<file path="config.mk">
export PLATFORM = sky130hd
export DESIGN_NAME = tlb_page_table_translator_unit
export DESIGN_NICKNAME = d
export VERILOG_FILES = /design/src/hw/rtl/tlbpt_pkg.sv /design/src/hw/rtl/tlb_page_table_translator_unit.sv /design/src/hw/rtl/tlbpt_ctrl.sv /design/src/hw/rtl/tlbpt_datapath.sv
export SDC_FILE = /design/constraint.sdc
export NUM_CORES = 2
export LEC_CHECK = 0
export BUFFER_PORTS_ARGS = -buffer_cell sky130_fd_sc_hd__buf_2
export CAP_MARGIN = 20
export CORE_MARGIN = 3
export CORE_UTILIZATION = 65
export CTS_BUF_LIST = sky130_fd_sc_hd__clkbuf_4 sky130_fd_sc_hd__clkbuf_8
export DETAILED_ROUTE_END_ITERATION = 8
export PLACE_DENSITY = 0.93
export RECOVER_POWER = 100
export SLEW_MARGIN = 20
export SYNTH_ARGS = -nofsm -noshare
export SYNTH_HDL_FRONTEND = slang
export SYNTH_HIERARCHICAL = 1
export SYNTH_SLANG_ARGS = --single-unit
</file>
<file path="constraint.sdc">
create_clock -name clock -period 17.4 [get_ports clock]
set_input_delay 3.48 -clock clock [delete_from_list [all_inputs] [get_ports clock]]
set_output_delay 3.48 -clock clock [all_outputs]
set_load 0.005 [all_outputs]
</file>
<file path="src/hw/rtl/tlbpt_pkg.sv">
// Shared types, sizes and helper functions for the TLB page table translator.
package tlbpt_pkg;

   localparam int TLB_ENTRIES = 16;
   localparam int PAGE_COUNT  = 256;
   localparam int FRAME_COUNT = 256;

   localparam int VA_W      = 16;
   localparam int OFFSET_W  = 8;
   localparam int RAW_PAGE_W = VA_W - OFFSET_W;
   localparam int FRAME_OUT_W = 8;
   localparam int CNT_W     = 32;

   localparam int TLB_IDX_W = $clog2(TLB_ENTRIES);
   localparam int PAGE_W    = $clog2(PAGE_COUNT);
   localparam int FRAME_W   = $clog2(FRAME_COUNT);
   localparam int NFF_W     = $clog2(FRAME_COUNT + 1);
   localparam int RAW_PAGES = 1 << RAW_PAGE_W;

   typedef enum logic {
      ST_IDLE,
      ST_RESOLVE
   } state_type;

   typedef struct packed {
      logic capture;
      logic resolve;
   } ctrl_cmd_type;

   typedef logic [PAGE_W-1:0] wrap_table_type [RAW_PAGES];

   // Page number folded into the page table range, one entry per raw page.
   function automatic wrap_table_type build_wrap();
      wrap_table_type t;
      for (int i = 0; i < RAW_PAGES; i++) begin
         t[i] = PAGE_W'(i % PAGE_COUNT);
      end
      return t;
   endfunction

   localparam wrap_table_type PAGE_WRAP_TABLE = build_wrap();

   function automatic logic [CNT_W-1:0] sat_inc(input logic [CNT_W-1:0] c);
      return (c == {CNT_W{1'b1}}) ? c : c + CNT_W'(1);
   endfunction

endpackage

</file>
<file path="src/hw/rtl/tlb_page_table_translator_unit.sv">
// Top level of the demand-paging translator with a FIFO-replaced TLB.
//
// Each accepted word is a 16-bit virtual address (page in bits 15..8, offset in
// bits 7..0). The cycle in which start is taken reads the page table memory,
// and the following cycle (busy high) searches all TLB entries in parallel,
// picks the frame from the TLB, the page table or the free-frame counter, and
// writes back the TLB slot under the FIFO pointer, the page table entry and
// the counters. The result word is on the rsp_ ports, marked by rsp_valid for
// exactly one cycle, in the first cycle with busy low; a new start is taken
// in that same cycle. The receiver cannot stall: sample the result whenever
// rsp_valid is high. When a fault finds no free frame, rsp_no_frame is set,
// the address and frame read zero and no state changes. The three totals
// saturate at all ones. No clearing pass is needed after reset; the first
// start may come in the cycle after reset drops.
module tlb_page_table_translator_unit
   import tlbpt_pkg::*;
(
   input  logic                   clock,
   input  logic                   reset,
   input  logic                   start,
   output logic                   busy,
   input  logic [VA_W-1:0]        req_virt_addr,
   output logic                   rsp_valid,
   output logic [VA_W-1:0]        rsp_paddr,
   output logic [FRAME_OUT_W-1:0] rsp_frame_num,
   output logic                   rsp_tlb_hit,
   output logic                   rsp_fault_taken,
   output logic                   rsp_no_frame,
   output logic [CNT_W-1:0]       rsp_tlb_hit_total,
   output logic [CNT_W-1:0]       rsp_table_hit_total,
   output logic [CNT_W-1:0]       rsp_access_total
);

   // commands from the sequencer to the datapath
   ctrl_cmd_type cmd;

   tlbpt_ctrl u_ctrl (
      .clock     (clock),
      .reset     (reset),
      .start     (start),
      .busy      (busy),
      .cmd       (cmd),
      .rsp_valid (rsp_valid)
   );

   tlbpt_datapath u_datapath (
      .clock               (clock),
      .reset               (reset),
      .cmd                 (cmd),
      .req_virt_addr       (req_virt_addr),
      .rsp_paddr           (rsp_paddr),
      .rsp_frame_num       (rsp_frame_num),
      .rsp_tlb_hit         (rsp_tlb_hit),
      .rsp_fault_taken     (rsp_fault_taken),
      .rsp_no_frame        (rsp_no_frame),
      .rsp_tlb_hit_total   (rsp_tlb_hit_total),
      .rsp_table_hit_total (rsp_table_hit_total),
      .rsp_access_total    (rsp_access_total)
   );

endmodule

</file>
<file path="src/hw/rtl/tlbpt_ctrl.sv">
// Sequencer for the translator: accept, resolve, strobe the result.
module tlbpt_ctrl
   import tlbpt_pkg::*;
(
   input  logic         clock,
   input  logic         reset,
   input  logic         start,
   output logic         busy,
   output ctrl_cmd_type cmd,
   output logic         rsp_valid
);

   state_type state_ff, state_in;
   logic      rsp_valid_ff, rsp_valid_in;

   always_comb begin
      state_in = state_ff;
      case (state_ff)
         ST_IDLE: begin
            if (start) state_in = ST_RESOLVE;
         end
         ST_RESOLVE: begin
            state_in = ST_IDLE;
         end
         default: begin
            state_in = ST_IDLE;
         end
      endcase
   end

   always_comb begin
      busy         = 1'b0;
      cmd.capture  = 1'b0;
      cmd.resolve  = 1'b0;
      case (state_ff)
         ST_IDLE: begin
            cmd.capture = start;
         end
         ST_RESOLVE: begin
            busy        = 1'b1;
            cmd.resolve = 1'b1;
         end
         default: begin
            busy = 1'b1;
         end
      endcase
      rsp_valid_in = cmd.resolve;
   end

   always_ff @(posedge clock) begin
      if (reset) begin
         state_ff     <= ST_IDLE;
         rsp_valid_ff <= 1'b0;
      end else begin
         state_ff     <= state_in;
         rsp_valid_ff <= rsp_valid_in;
      end
   end

   assign rsp_valid = rsp_valid_ff;

   a_resolve_strobes: assert property (@(posedge clock) disable iff (reset)
      (state_ff == ST_RESOLVE) |=> rsp_valid_ff)
      else $error("resolve cycle not followed by a result strobe");

   a_strobe_idle: assert property (@(posedge clock) disable iff (reset)
      rsp_valid_ff |-> (state_ff == ST_IDLE))
      else $error("result strobe while a translation is in flight");

endmodule

</file>
<file path="src/hw/rtl/tlbpt_datapath.sv">
// TLB, page table, frame allocator and counters for the translator.
module tlbpt_datapath
   import tlbpt_pkg::*;
(
   input  logic                   clock,
   input  logic                   reset,
   input  ctrl_cmd_type           cmd,
   input  logic [VA_W-1:0]        req_virt_addr,
   output logic [VA_W-1:0]        rsp_paddr,
   output logic [FRAME_OUT_W-1:0] rsp_frame_num,
   output logic                   rsp_tlb_hit,
   output logic                   rsp_fault_taken,
   output logic                   rsp_no_frame,
   output logic [CNT_W-1:0]       rsp_tlb_hit_total,
   output logic [CNT_W-1:0]       rsp_table_hit_total,
   output logic [CNT_W-1:0]       rsp_access_total
);

   // captured request
   logic [PAGE_W-1:0]   page_ff;
   logic [OFFSET_W-1:0] offset_ff;
   logic [PAGE_W-1:0]   page_in;

   // TLB
   logic [PAGE_W-1:0]    tlb_tag_ff   [TLB_ENTRIES];
   logic [FRAME_W-1:0]   tlb_frame_ff [TLB_ENTRIES];
   logic [TLB_ENTRIES-1:0] tlb_valid_ff;
   logic [TLB_IDX_W-1:0] fifo_ptr_ff;

   // page table
   logic [FRAME_W-1:0]    table_mem [PAGE_COUNT];
   logic [FRAME_W-1:0]    table_rd_ff;
   logic [PAGE_COUNT-1:0] table_valid_ff;

   logic [NFF_W-1:0] next_free_ff;
   logic [CNT_W-1:0] tlb_cnt_ff, table_cnt_ff, access_cnt_ff;

   // result registers
   logic [VA_W-1:0]        phys_ff;
   logic [FRAME_OUT_W-1:0] frame_out_ff;
   logic                   hit_ff, fault_ff, none_ff;

   // resolve logic
   logic [TLB_ENTRIES-1:0] match;
   logic [TLB_IDX_W-1:0]   found_idx;
   logic                   tlb_hit;
   logic                   tbl_valid;
   logic                   frames_left;
   logic                   fault, none, fill;
   logic [FRAME_W-1:0]     frame_sel;

   assign page_in = PAGE_WRAP_TABLE[req_virt_addr[VA_W-1:OFFSET_W]];

   always_comb begin
      found_idx = '0;
      for (int i = 0; i < TLB_ENTRIES; i++) begin
         match[i] = tlb_valid_ff[i] && (tlb_tag_ff[i] == page_ff);
      end
      // lowest matching entry wins
      for (int i = TLB_ENTRIES - 1; i >= 0; i--) begin
         if (match[i]) found_idx = TLB_IDX_W'(i);
      end
      tlb_hit     = |match;
      tbl_valid   = table_valid_ff[page_ff];
      frames_left = (next_free_ff < NFF_W'(FRAME_COUNT));
      fault       = !tlb_hit && !tbl_valid && frames_left;
      none        = !tlb_hit && !tbl_valid && !frames_left;
      fill        = !tlb_hit && !none;
      if (tlb_hit) begin
         frame_sel = tlb_frame_ff[found_idx];
      end else if (tbl_valid) begin
         frame_sel = table_rd_ff;
      end else if (frames_left) begin
         frame_sel = next_free_ff[FRAME_W-1:0];
      end else begin
         frame_sel = '0;
      end
   end

   // capture the request and start the page table read
   always_ff @(posedge clock) begin
      if (cmd.capture) begin
         page_ff     <= page_in;
         offset_ff   <= req_virt_addr[OFFSET_W-1:0];
         table_rd_ff <= table_mem[page_in];
      end
   end

   always_ff @(posedge clock) begin
      if (cmd.resolve && fault) begin
         table_mem[page_ff] <= frame_sel;
      end
   end

   always_ff @(posedge clock) begin
      if (cmd.resolve && fill) begin
         tlb_tag_ff[fifo_ptr_ff]   <= page_ff;
         tlb_frame_ff[fifo_ptr_ff] <= frame_sel;
      end
   end

   always_ff @(posedge clock) begin
      if (cmd.resolve) begin
         phys_ff      <= none ? '0 : {FRAME_OUT_W'(frame_sel), offset_ff};
         frame_out_ff <= FRAME_OUT_W'(frame_sel);
      end
   end

   always_ff @(posedge clock) begin
      if (reset) begin
         tlb_valid_ff   <= '0;
         fifo_ptr_ff    <= '0;
         table_valid_ff <= '0;
         next_free_ff   <= '0;
         tlb_cnt_ff     <= '0;
         table_cnt_ff   <= '0;
         access_cnt_ff  <= '0;
         hit_ff         <= 1'b0;
         fault_ff       <= 1'b0;
         none_ff        <= 1'b0;
      end else if (cmd.resolve) begin
         hit_ff   <= tlb_hit;
         fault_ff <= fault;
         none_ff  <= none;
         if (tlb_hit) begin
            tlb_cnt_ff <= sat_inc(tlb_cnt_ff);
         end
         if (!tlb_hit && tbl_valid) begin
            table_cnt_ff <= sat_inc(table_cnt_ff);
         end
         if (!none) begin
            access_cnt_ff <= sat_inc(access_cnt_ff);
         end
         if (fault) begin
            table_valid_ff[page_ff] <= 1'b1;
            next_free_ff            <= next_free_ff + NFF_W'(1);
         end
         if (fill) begin
            tlb_valid_ff[fifo_ptr_ff] <= 1'b1;
            fifo_ptr_ff <= (fifo_ptr_ff == TLB_IDX_W'(TLB_ENTRIES - 1)) ?
                           '0 : fifo_ptr_ff + TLB_IDX_W'(1);
         end
      end
   end

   assign rsp_paddr           = phys_ff;
   assign rsp_frame_num       = none_ff ? '0 : frame_out_ff;
   assign rsp_tlb_hit         = hit_ff;
   assign rsp_fault_taken     = fault_ff;
   assign rsp_no_frame        = none_ff;
   assign rsp_tlb_hit_total   = tlb_cnt_ff;
   assign rsp_table_hit_total = table_cnt_ff;
   assign rsp_access_total    = access_cnt_ff;

   a_access_covers_tlb: assert property (@(posedge clock) disable iff (reset)
      (access_cnt_ff >= tlb_cnt_ff) && (access_cnt_ff >= table_cnt_ff))
      else $error("access count fell behind a hit count");

   a_frame_limit: assert property (@(posedge clock) disable iff (reset)
      next_free_ff <= NFF_W'(FRAME_COUNT))
      else $error("frame allocator ran past the frame count");

   a_fault_allocates: assert property (@(posedge clock) disable iff (reset)
      (cmd.resolve && fault) |=> (next_free_ff == $past(next_free_ff) + NFF_W'(1)))
      else $error("page fault did not take a frame");

   a_no_frame_flags: assert property (@(posedge clock) disable iff (reset)
      none_ff |-> (!hit_ff && !fault_ff))
      else $error("no-frame result carries hit or fault flag");

endmodule
</file>
==> impl_metrics.tcl <==
set metrics [dict create \
    yosysWarnings 6 \
    insertion_delay_ns 1.13 \
    seqCellArea_sq_mm 0.0784 \
    pwr-share-seq 0.549 \
    synth.cell_area_sq_mm 0.107 \
    min_period_ns 12.77 \
    start_util 0.657 \
    required_ns 18.14 \
    tns_ns 0 \
    max_freq_mhz 78.3 \
    crit_arrival_ns 13.51 \
    finalClockSkew_ns 0.109 \
    finalHoldViolations 0 \
    rows 148 \
    setup_ws_ns 4.63 \
    internal-power_w 0.0101 \
    fillCellCount 8412 \
    comb_power_share 0.044 \
    drt-total-wl_mm 310 \
    synth_area_leaders "edfxtp_1, mux4_2, dfxtp_1" \
    start_kind "register" \
    cts_resized 0 \
    clk_transition_reported_paths_ns 0.06 \
    synthCells 5769 \
    multi_input_area_sq_mm 0.0275 \
    drt_first_pass_iters 8 \
    switching_share 0.222 \
    die_h_microns 412 \
    postRouteAntennaNets 0 \
    cts_setup_buffers 0 \
    period_share 0.734 \
    max_slew_margin -3.94 \
    synthTopCellsByCount "edfxtp_1, mux4_2, nor2_1" \
    power.share.clock 0.407 \
    finalPower_w 0.0129 \
    path_cells "clkbuf_1 -> xor2_1 -> nor4_1 -> nand4_1 -> a211oi_1 -> nor2_1 -> o31a_1 -> nor2_1 -> buf_4 -> mux2_1 -> o21ai_0 -> a211o_1 -> buf_16 -> buf_4" \
    cp_slowest_cell "clkbuf_1" \
    root_buffer "clkbuf_8" \
    vias 62900 \
    gp_congestion 0.917 \
    htreeDepth 5 \
    ir_drop_uv 94.6 \
    hp-class "reg -> reg" \
    worstPathMaxFanout 110 \
    clock-sinks 2738 \
    synth_top_cell_area_share 0.658 \
    critPathCaptureType "register" \
    synth_top_area_cell "edfxtp_1" \
    failed_checks "max-capacitance violations, max-slew violations" \
    worstMarginPinSlew_ns 7.42 \
    grt_overflow_total 0 \
    place_ws_ns 8.10 \
    cp_top_family "buffers and inverters" \
    core_area_sq_mm 0.163 \
    crit_type "reg -> reg" \
    ys.flop_type "edfxtp_1" \
    die_w_microns 412 \
    synthArstFlopShare 0 \
    dp_cells 7827 \
    r2r-start "u_datapath/page_ff[1]$_DFFE_PP_" \
    synth_edf_count 2352 \
    min_to "u_datapath/table_valid_ff[162]$_SDFFE_PP0P_" \
    grt_pass1_vias 61900 \
    critPathMaxStageDelay_ns 5.14 \
    r2r_cells 14 \
    dp_hpwl_mm 180 \
    io_pins 144 \
    rsz0062_at_grt "no" \
    p_sw_w 0.00286 \
    portBuffers 143 \
    grt_max_degree 274 \
    status "complete, but fails checks" \
    finalSetupViolCount 0 \
    avgSynthCellArea_sq_um 18.6 \
    grt_pass1_wl_mm 443 \
    slew_viol_final 955 \
    syn_nets 5796 \
    cts_tree "built" \
    cp_num_buf_inv 4 \
    hp-start "u_datapath/table_valid_ff[162]$_SDFFE_PP0P_" \
    fin_cells 8586 \
    clk_path_buf_depth 4 \
    leakage_nw 37.4 \
    layout.nets 6108 \
    drive_gt1_frac 0.241 \
    yosysMostFrequentCell "edfxtp_1" \
    drc 0 \
    ys_seq_area_frac 0.731 \
    areaGrowthSynthToFinish_pct 9.99 \
    cts-buffers-inserted 419 \
    regToRegEndpoint "u_datapath/table_mem[117][1]$_DFFE_PP_" \
    die-area_sq_mm 0.170 \
    gr-usage-all-layers 0.368 \
    holdBufCountCts 0 \
    power.density_mw_per_mm2 109 \
    first_iter_violations 11700 \
    r2r_slack_ns 4.63 \
    synth.distinct_cells 62 \
    drt-wirelength-per-cell_microns 36.1 \
    synth_seq_cells 2738 \
    antenna_found_initial 27 \
    hold_depth 2 \
    max-cap-violations 21 \
    vias_per_cell 7.33 \
]
-- through the flow --
| stage | utilization | area [sq um] | hold slack, ns |
|---|---|---|---|
| 3_3_place_gp | 0.674 | 110000 | 0.442 |
| 2_1_floorplan | - | 107000 | 0.431 |
| 6_report | 0.722 | 118000 | 0.464 |
| 5_1_grt | 0.722 | 118000 | 0.485 |
| 4_1_cts | 0.723 | 118000 | 0.468 |
| 3_5_place_dp | 0.674 | 110000 | 0.450 |
-- how the worst max path moves through the flow --
| stage | startpoint | to | slack (ns) | depth (start not counted) |
|---|---|---|---|---|
| after detailed placement | req_virt_addr[8] | u_datapath/table_rd_ff[7]$_DFFE_PP_ | 8.10 | 8 |
| after CTS | req_virt_addr[8] | u_datapath/table_rd_ff[7]$_DFFE_PP_ | 9.25 | 8 |
| after global placement | req_virt_addr[8] | u_datapath/table_rd_ff[1]$_DFFE_PP_ | 8.43 | 8 |
| after global routing | u_datapath/page_ff[1]$_DFFE_PP_ | u_datapath/table_mem[182][1]$_DFFE_PP_ | 4.51 | 14 |
| final | u_datapath/page_ff[1]$_DFFE_PP_ | u_datapath/table_mem[117][1]$_DFFE_PP_ | 4.63 | 14 |
| after floorplan | u_datapath/page_ff[1]$_DFFE_PP_ | u_datapath/frame_out_ff[5]$_DFFE_PP_ | 4.46 | 14 |
-- registers in the layout, indices dropped and copies added, names as in the netlist, 4 cells and up --
| register | cells |
|---|---|
| u_datapath/page_ff | 8 |
| u_datapath/next_free_ff | 9 |
| u_datapath/rsp_table_hit_total | 32 |
| u_datapath/table_valid_ff | 256 |
| u_datapath/offset_ff | 8 |
| u_datapath/tlb_valid_ff | 16 |
| u_datapath/table_mem | 2048 |
| u_datapath/table_rd_ff | 8 |
| u_datapath/rsp_access_total | 32 |
| u_datapath/tlb_tag_ff | 128 |
| u_datapath/frame_out_ff | 8 |
| u_datapath/rsp_paddr | 16 |
| u_datapath/tlb_frame_ff | 128 |
| u_datapath/fifo_ptr_ff | 4 |
| u_datapath/rsp_tlb_hit_total | 32 |
-- per-layer routing --
layer  share of wire  GRT usage
met1            0.31      0.454
met2            0.48      0.576
met3            0.14      0.110
met4           0.083      0.231
met5         0.00051    0.00259
-- layout make-up --
type	instances	area share
inverters	19	0.000605
diodes	17	0.000361
clock inverters	160	0.00801
flip-flops and latches	2738	0.664
multi-input cells	2674	0.233
clock buffers	574	0.0599
well taps	2175	0.0231
repair buffers	229	0.0109
-- power groups by stage --
stage	sequential (W)	combinational, W	clock (W)
floorplan	0.00723	0.000351	0
global placement	0.00723	0.000490	0
detailed placement	0.00723	0.000529	0
CTS	0.00709	0.000538	0.00527
global route	0.00709	0.000573	0.00555
finish	0.00709	0.000562	0.00526
-- logic make-up (layout without fill, tap and decap cells) --
| logic type | count (synthesis) | after routing | synth area share |
|---|---|---|---|
| flops | 2738 | 2738 | 0.731 |
| mux | 835 | 835 | 0.167 |
| fa+ha+maj | 8 | 8 | 0.000933 |
| simple gates | 1228 | 1228 | 0.0500 |
| buf+inv | 357 | 982 | 0.0138 |
| compound gates | 384 | 384 | 0.0196 |
| xor+xnor | 219 | 219 | 0.0179 |
| other cells | 0 | 17 | 0 |
-- cells in the final DEF (no fill, tap or decap), types with 10 or more instances in the layout --
cell	count
a21oi_1	306
and2_0	13
and2_1	10
and3_1	23
buf_2	45
buf_4	30
clkbuf_1	132
clkbuf_4	134
clkbuf_8	440
clkinv_1	94
clkinv_2	47
dfxtp_1	386
diode_2	17
edfxtp_1	2352
inv_1	19
mux2i_1	61
mux4_2	764
nand2_1	163
nand2b_1	10
nand3_1	73
nand4_1	43
nor2_1	744
nor2b_1	18
nor3_1	44
nor4_1	23
o21ai_0	24
or3_1	15
xnor2_1	148
xor2_1	71
-- tightest hold or removal path, cell delays in order (launching register included) --
cell,delay [ns]
dfxtp_1,0.32
a21oi_1,0.04
nor2_1,0.07
No activity file was read; power rests on OpenSTA's default activity.
